[src/hdl/btlpm_pkg.sv]
// btlpm_pkg: constants, payload types, controller state and command/status structs
// for the binary trie longest prefix match engine; no dependencies
`default_nettype none

package btlpm_pkg;

	localparam int NODES     = 4096;
	localparam int ROUTES    = 1024;
	localparam int ADDR_BITS = 32;

	localparam int WORD_W  = 32;
	localparam int NODE_W  = $clog2(NODES);
	localparam int USED_W  = $clog2(NODES + 1);
	localparam int ROUTE_W = 10;
	localparam int TAG_W   = ROUTE_W + 1;
	localparam int LEVEL_W = $clog2(ADDR_BITS + 1);
	localparam int POS_W   = $clog2(ADDR_BITS);

	typedef enum logic {
		CMD_INSERT = 1'b0,
		CMD_LOOKUP = 1'b1
	} cmd_t;

	typedef struct packed {
		cmd_t               cmd;
		logic [WORD_W-1:0]  address;
		logic [WORD_W-1:0]  mask;
		logic [ROUTE_W-1:0] route_index;
	} btlpm_req_t;

	typedef struct packed {
		logic               found;
		logic [ROUTE_W-1:0] match_route;
		logic               error;
	} btlpm_rsp_t;

	typedef enum logic [1:0] {
		ST_IDLE,
		ST_WALK,
		ST_FRESH,
		ST_PUSH
	} btlpm_state_t;

	typedef struct packed {
		logic is_lookup;
		logic route_ok;
		logic last;
		logic in_prefix;
		logic slot_zero;
		logic full;
	} btlpm_status_t;

	typedef struct packed {
		logic load;
		logic step;
		logic alloc;
		logic link;
		logic tag;
		logic fresh_wr;
		logic fresh_tag;
		logic finish;
		logic fin_err;
		logic push;
	} btlpm_ctrl_t;

endpackage

`default_nettype wire

[src/hdl/btlpm_ctrl.sv]
// btlpm_ctrl: controller state machine sequencing insert and lookup walks
// depends on btlpm_pkg
`default_nettype none

module btlpm_ctrl (
	input  wire logic                    clk,
	input  wire logic                    arst_n,
	input  wire logic                    req_valid,
	output logic                         req_ready,
	output logic                         rsp_valid,
	input  wire logic                    rsp_ready,
	input  wire btlpm_pkg::btlpm_status_t st,
	output btlpm_pkg::btlpm_ctrl_t       ctrl
);
	import btlpm_pkg::*;

	btlpm_state_t state_q, state_d;
	logic         rsp_valid_q;

	always_ff @(posedge clk or negedge arst_n) begin
		if (!arst_n) begin
			state_q     <= ST_IDLE;
			rsp_valid_q <= 1'b0;
		end else begin
			state_q <= state_d;
			if (ctrl.push) begin
				rsp_valid_q <= 1'b1;
			end else if (rsp_ready) begin
				rsp_valid_q <= 1'b0;
			end
		end
	end

	assign rsp_valid = rsp_valid_q;

	always_comb begin
		state_d   = state_q;
		ctrl      = '0;
		req_ready = 1'b0;
		case (state_q)
			ST_IDLE: begin
				req_ready = 1'b1;
				if (req_valid) begin
					ctrl.load = 1'b1;
					state_d   = ST_WALK;
				end
			end
			ST_WALK: begin
				if (st.is_lookup) begin
					if (st.last || st.slot_zero) begin
						ctrl.finish = 1'b1;
						state_d     = ST_PUSH;
					end else begin
						ctrl.step = 1'b1;
					end
				end else if (!st.route_ok) begin
					ctrl.finish = 1'b1;
					state_d     = ST_PUSH;
				end else if (st.last || !st.in_prefix) begin
					// end of prefix on an existing node
					ctrl.tag    = 1'b1;
					ctrl.finish = 1'b1;
					state_d     = ST_PUSH;
				end else if (!st.slot_zero) begin
					ctrl.step = 1'b1;
				end else if (st.full) begin
					ctrl.finish  = 1'b1;
					ctrl.fin_err = 1'b1;
					state_d      = ST_PUSH;
				end else begin
					// first missing child: hook a fresh node under the current one
					ctrl.link  = 1'b1;
					ctrl.alloc = 1'b1;
					state_d    = ST_FRESH;
				end
			end
			ST_FRESH: begin
				ctrl.fresh_wr = 1'b1;
				if (st.last || !st.in_prefix) begin
					ctrl.fresh_tag = 1'b1;
					ctrl.finish    = 1'b1;
					state_d        = ST_PUSH;
				end else if (st.full) begin
					ctrl.finish  = 1'b1;
					ctrl.fin_err = 1'b1;
					state_d      = ST_PUSH;
				end else begin
					ctrl.alloc = 1'b1;
				end
			end
			ST_PUSH: begin
				if (!rsp_valid_q || rsp_ready) begin
					ctrl.push = 1'b1;
					state_d   = ST_IDLE;
				end
			end
			default: begin
				state_d = ST_IDLE;
			end
		endcase
	end

endmodule

`default_nettype wire

[config.mk]
export PLATFORM = sky130hd
export DESIGN_NAME = btlpm_ctrl
export DESIGN_NICKNAME = d
export VERILOG_FILES = /design/src/hdl/btlpm_pkg.sv /design/src/hdl/btlpm_ctrl.sv
export SDC_FILE = /design/constraint.sdc
export NUM_CORES = 1
export LEC_CHECK = 0
export BUFFER_PORTS_ARGS = -buffer_cell sky130_fd_sc_hd__buf_2
export CAP_MARGIN = 20
export CELL_PAD_IN_SITES_DETAIL_PLACEMENT = 2
export CELL_PAD_IN_SITES_GLOBAL_PLACEMENT = 2
export CORE_MARGIN = 1.5
export CORE_UTILIZATION = 21
export DETAILED_ROUTE_END_ITERATION = 8
export GPL_TIMING_DRIVEN = 0
export PLACE_DENSITY = 0.83
export SYNTH_ARGS = -nofsm -noshare
export SYNTH_HDL_FRONTEND = slang
export SYNTH_SLANG_ARGS = --single-unit
export TNS_END_PERCENT = 5
[constraint.sdc]
create_clock -name clk -period 3.25 [get_ports clk]
set_input_delay 0.325 -clock clk [delete_from_list [all_inputs] [get_ports clk]]
set_output_delay 0.325 -clock clk [all_outputs]
set_load 0.01 [all_outputs]
# Word level (Yosys, flattened, before mapping)
# Cells that the tools add are included.
dict set report word_totals {
  regBits 3
  out_inout_bits 12
  in_bits 10
}
dict set report classes {
  eq_ne 8
  muxes 45
  reduce_logical 8
}
# op count
set op_table {}
lappend op_table {{2-bit two-way mux} 15}
lappend op_table {{1-bit two-way mux} 24}
lappend op_table {{2-bit case mux with 4 select lines} 1}
lappend op_table {{3-bit two-way mux} 2}
lappend op_table {{3-bit inequality test, second input constant} 2}
lappend op_table {{5-bit inequality test, second input constant} 1}
lappend op_table {{5-bit AND reduction} 1}
lappend op_table {{2-bit equality test, second input constant} 2}
lappend op_table {{4-bit two-way mux} 1}
lappend op_table {{2-bit inequality test, second input constant} 2}
lappend op_table {{2-bit case mux with 2 select lines} 1}
lappend op_table {{1-bit logical OR} 3}
lappend op_table {{2-bit by 1-bit equality test with 1-bit output, second input constant} 1}
lappend op_table {{1-bit logical NOT} 2}
lappend op_table {{2-bit logical NOT} 1}
lappend op_table {{1-bit case mux with 2 select lines} 1}
lappend op_table {{2-bit nonzero test} 1}

# Longest topological paths before layout
dict set report depth {
  depth_word 6
  depth_mapped 5
  ltp_nobuf 5
}

# Worst setup path before layout
# Ideal clock, no wire load.
dict set report synth_path {
  kind {register -> register}
  start {reg state_q[1]}
  end {reg state_q[1]}
  path_stages_with_launch 6
  path_buffers 0
  setup_slack_ns 1.611
  t_required_ns 3.125
  t_arrival_ns 1.514
  cell_sequence {dfrtp_1 -> inv_1 -> ha_1 -> nor4b_2 -> nand2b_1 -> mux2_4}
}
dict set report synth_via {
  elab_chain_cells 3
}
# element line
set synth_lines {}
lappend synth_lines {{from (decl)} btlpm_ctrl.sv:17} ;# btlpm_state_t state_q, state_d;
lappend synth_lines {{from (signal assigned)} btlpm_ctrl.sv:25} ;# state_q <= state_d;
lappend synth_lines {{2-bit by 1-bit equality test with 1-bit output, or another cell as far along} btlpm_ctrl.sv:40} ;# case (state_q)
lappend synth_lines {{5-bit inequality test (no line), or another cell as far along} n/a}
lappend synth_lines {{5-bit AND reduction (no line)} n/a}
# Parallel ways exist; a longest one is shown, timed or not.
# A chain may end at the register's enable or synchronous reset.

==> impl_metrics.tcl <==
set metrics [dict create \
    max_freq_mhz 503 \
    drive_gt1_frac 0.388 \
    path_clk_slew_ns 0.04 \
    worst_setup_path_end_kind "output port" \
    syn_avg_cell_area_um2 8.42 \
    cts-resized-gates 0 \
    tritoncts "yes" \
    p_leak_nw 0.274 \
    final_common_cell "buf_2" \
    syn_inst 41 \
    cts-root-buf "clkbuf_4" \
    port_buffers 21 \
    initial_utilization 0.227 \
    antenna_found_initial 0 \
    vias 388 \
    p_per_area_nw_per_um2 817 \
    numCtsBuffers 3 \
    pwr-share-clk 0.158 \
    syn_nets 56 \
    drt_iter0_drc 3 \
    drt_wl_total_um 1010 \
    switchingPower_uw 178 \
    die_area_um2 1900 \
    postRouteAntennaNets 0 \
    critical_path.max_stage_delay_ns 0.43 \
    synth.distinct_cells 20 \
    num_rows 14 \
    worst_skew_pair.late_latency_ns 0.23 \
    skew_ns 0.00474 \
    syn_to_final_growth_pct 46.7 \
    fin_nets 83 \
    hpwl_um 878 \
    fin_crit_ns 1.99 \
    min_path_type "in2reg" \
    crit_arrival_ns 1.66 \
    viasPerCell 4.67 \
    fin_crit_sh 0.611 \
    intPower_uw 236 \
    hold_slack_ns 0.398 \
    grt.total_usage 0.116 \
    avgRoutedWirePerCell_um 12.2 \
    yosysSeqAreaShare 0.217 \
    crit_slowest_cell "dfrtp_1" \
    syn_area_um2 345 \
    ys_seq_elements 3 \
    overflow 0 \
    tns_ns 0 \
    irDropWorstVdd_v 0.000218 \
    core_um2 1520 \
    slew_headroom 0.732 \
    final_cell_mix "buf_2, ha_1, nor2b_1, nand2b_1" \
    clock-sinks 3 \
    critPathRequiredTime_ns 2.92 \
    seqPwrFrac 0.192 \
    die_y_um 43.6 \
    drc 0 \
    tightest_slew_ns 0.401 \
    drv_slew 0 \
    h-tree-depth 1 \
    first_global_vias 422 \
    combPwrFrac 0.650 \
    status "completed" \
    criticalPathCategory "reg2out" \
    maxCapViolCount 0 \
    cts_buffer_depth 2 \
    n_antenna_cell 0 \
    io_pins 22 \
    p_sw_frac 0.430 \
    critPathMaxFanout 5 \
    firstDrtPassIters 4 \
    rsz0062_at_grt "false" \
    setup_violations 0 \
    hold_viol 0 \
    start_kind "register" \
    grt_max_degree 6 \
    crit_chain "inv_1 -> ha_1 -> a21boi_0 -> o31ai_1 -> a21boi_1 -> buf_2" \
    routabilityCongestion 0.736 \
    ys_warn_count 0 \
    grt_pass1_wl_um 1660 \
    die_x_um 43.6 \
]
## synth_stat cells (all sizes together)
cell type  instances  area share
a21boi             2       0.043
a21oi              2       0.029
a222oi             1       0.029
and2               3       0.054
and3               1       0.018
clkinv             1       0.011
dfrtp              3        0.22
ha                 5        0.18
inv                2       0.022
mux2               1       0.043
nand2              3       0.033
nand2b             4       0.072
nor2               3       0.033
nor2b              4       0.072
nor3b              2       0.043
nor4b              1       0.043
o21ai              1       0.014
o22ai              1       0.018
o31ai              1       0.022
## state kept, by name, summed over array words and instances (netlist names)
| name | count |
|---|---|
| state_q | 2 |
| rsp_valid | 1 |
## power by group through the flow
stage / logic (mW) / registers (mW) / clock network (mW)
3_3_place_gp: 0.265 / 0.0781 / 0
6_report: 0.269 / 0.0796 / 0.0655
4_1_cts: 0.278 / 0.0801 / 0.0693
5_1_grt: 0.301 / 0.0841 / 0.0705
3_5_place_dp: 0.275 / 0.0799 / 0
2_1_floorplan: 0.184 / 0.0762 / 0
## per-layer routing
| metal | track usage | part of all wire | wire [um] | vias up |
|---|---|---|---|---|
| li1 | - | - | - | 193 |
| met2 | 0.203 | 0.51 | 517 | 13 |
| met5 | 0 | 0 | 0 | - |
| met3 | 0.0292 | 0.061 | 62 | 0 |
| met4 | 0.0364 | 0 | 0 | 0 |
| met1 | 0.137 | 0.43 | 430 | 182 |
## layout make-up
cell class,instances,area (um2)
Tap cell,16,20.0
Clock buffer,4,26.3
Sequential cell,3,75.1
Inverter,3,11.3
Multi-Input combinational cell,35,259
Fill cell,196,1020
Timing Repair Buffer,22,115
## critical path, delay by kind of cell, from the launching register on
kind / cells / cell delay (ns)
AOI/OAI and AO/OA: 3 / 0.51
adders and majority gates: 1 / 0.22
buffers and inverters: 2 / 0.26
DFF: 1 / 0.43
## logic make-up (layout without fill, tap and decap cells)
family	Yosys count	in the layout	synth area share
and+or+nand+nor	21	21	0.370
AOI/OAI and AO/OA	8	8	0.156
adders and majority gates	5	5	0.181
DFF	3	3	0.217
buffers and inverters	3	29	0.0326
muxes	1	1	0.0435
## worst paths after layout
check / slack (ns) / start / cells after the start / endpoint
min in group asynchronous: 0.41 / arst_n / 2 / state_q[0]$_DFFE_PN0P_
setup / recovery: 1.26 / state_q[1]$_DFFE_PN0P_ / 6 / ctrl[2]
max in group asynchronous: 2.73 / arst_n / 2 / state_q[1]$_DFFE_PN0P_
hold / removal: 0.40 / rsp_ready / 3 / rsp_valid$_DFFE_PN0P_
hold reg to reg: 0.55 / rsp_valid$_DFFE_PN0P_ / 2 / rsp_valid$_DFFE_PN0P_
setup reg to reg: 1.55 / state_q[1]$_DFFE_PN0P_ / 5 / state_q[1]$_DFFE_PN0P_
## what timing repair did
action / 4_1_cts / 5_1_grt
endpoints found under the hold margin: 3 / 0
setup buffers: 0 / 0
hold buffers: 1 / 0
endpoints found under the setup margin: 0 / 0
## metrics by stage
step	total power [mW]	area, um2	utilization	setup WS (ns)	instances
after floorplan	0.260	345	-	1.61	41
after global placement	0.343	470	0.309	1.52	78
final	0.414	507	0.333	1.26	83
after CTS	0.427	507	0.333	1.24	83
after global routing	0.456	507	0.333	1.11	83
after detailed placement	0.355	470	0.309	1.49	78
(Power assumes the default switching activity.)
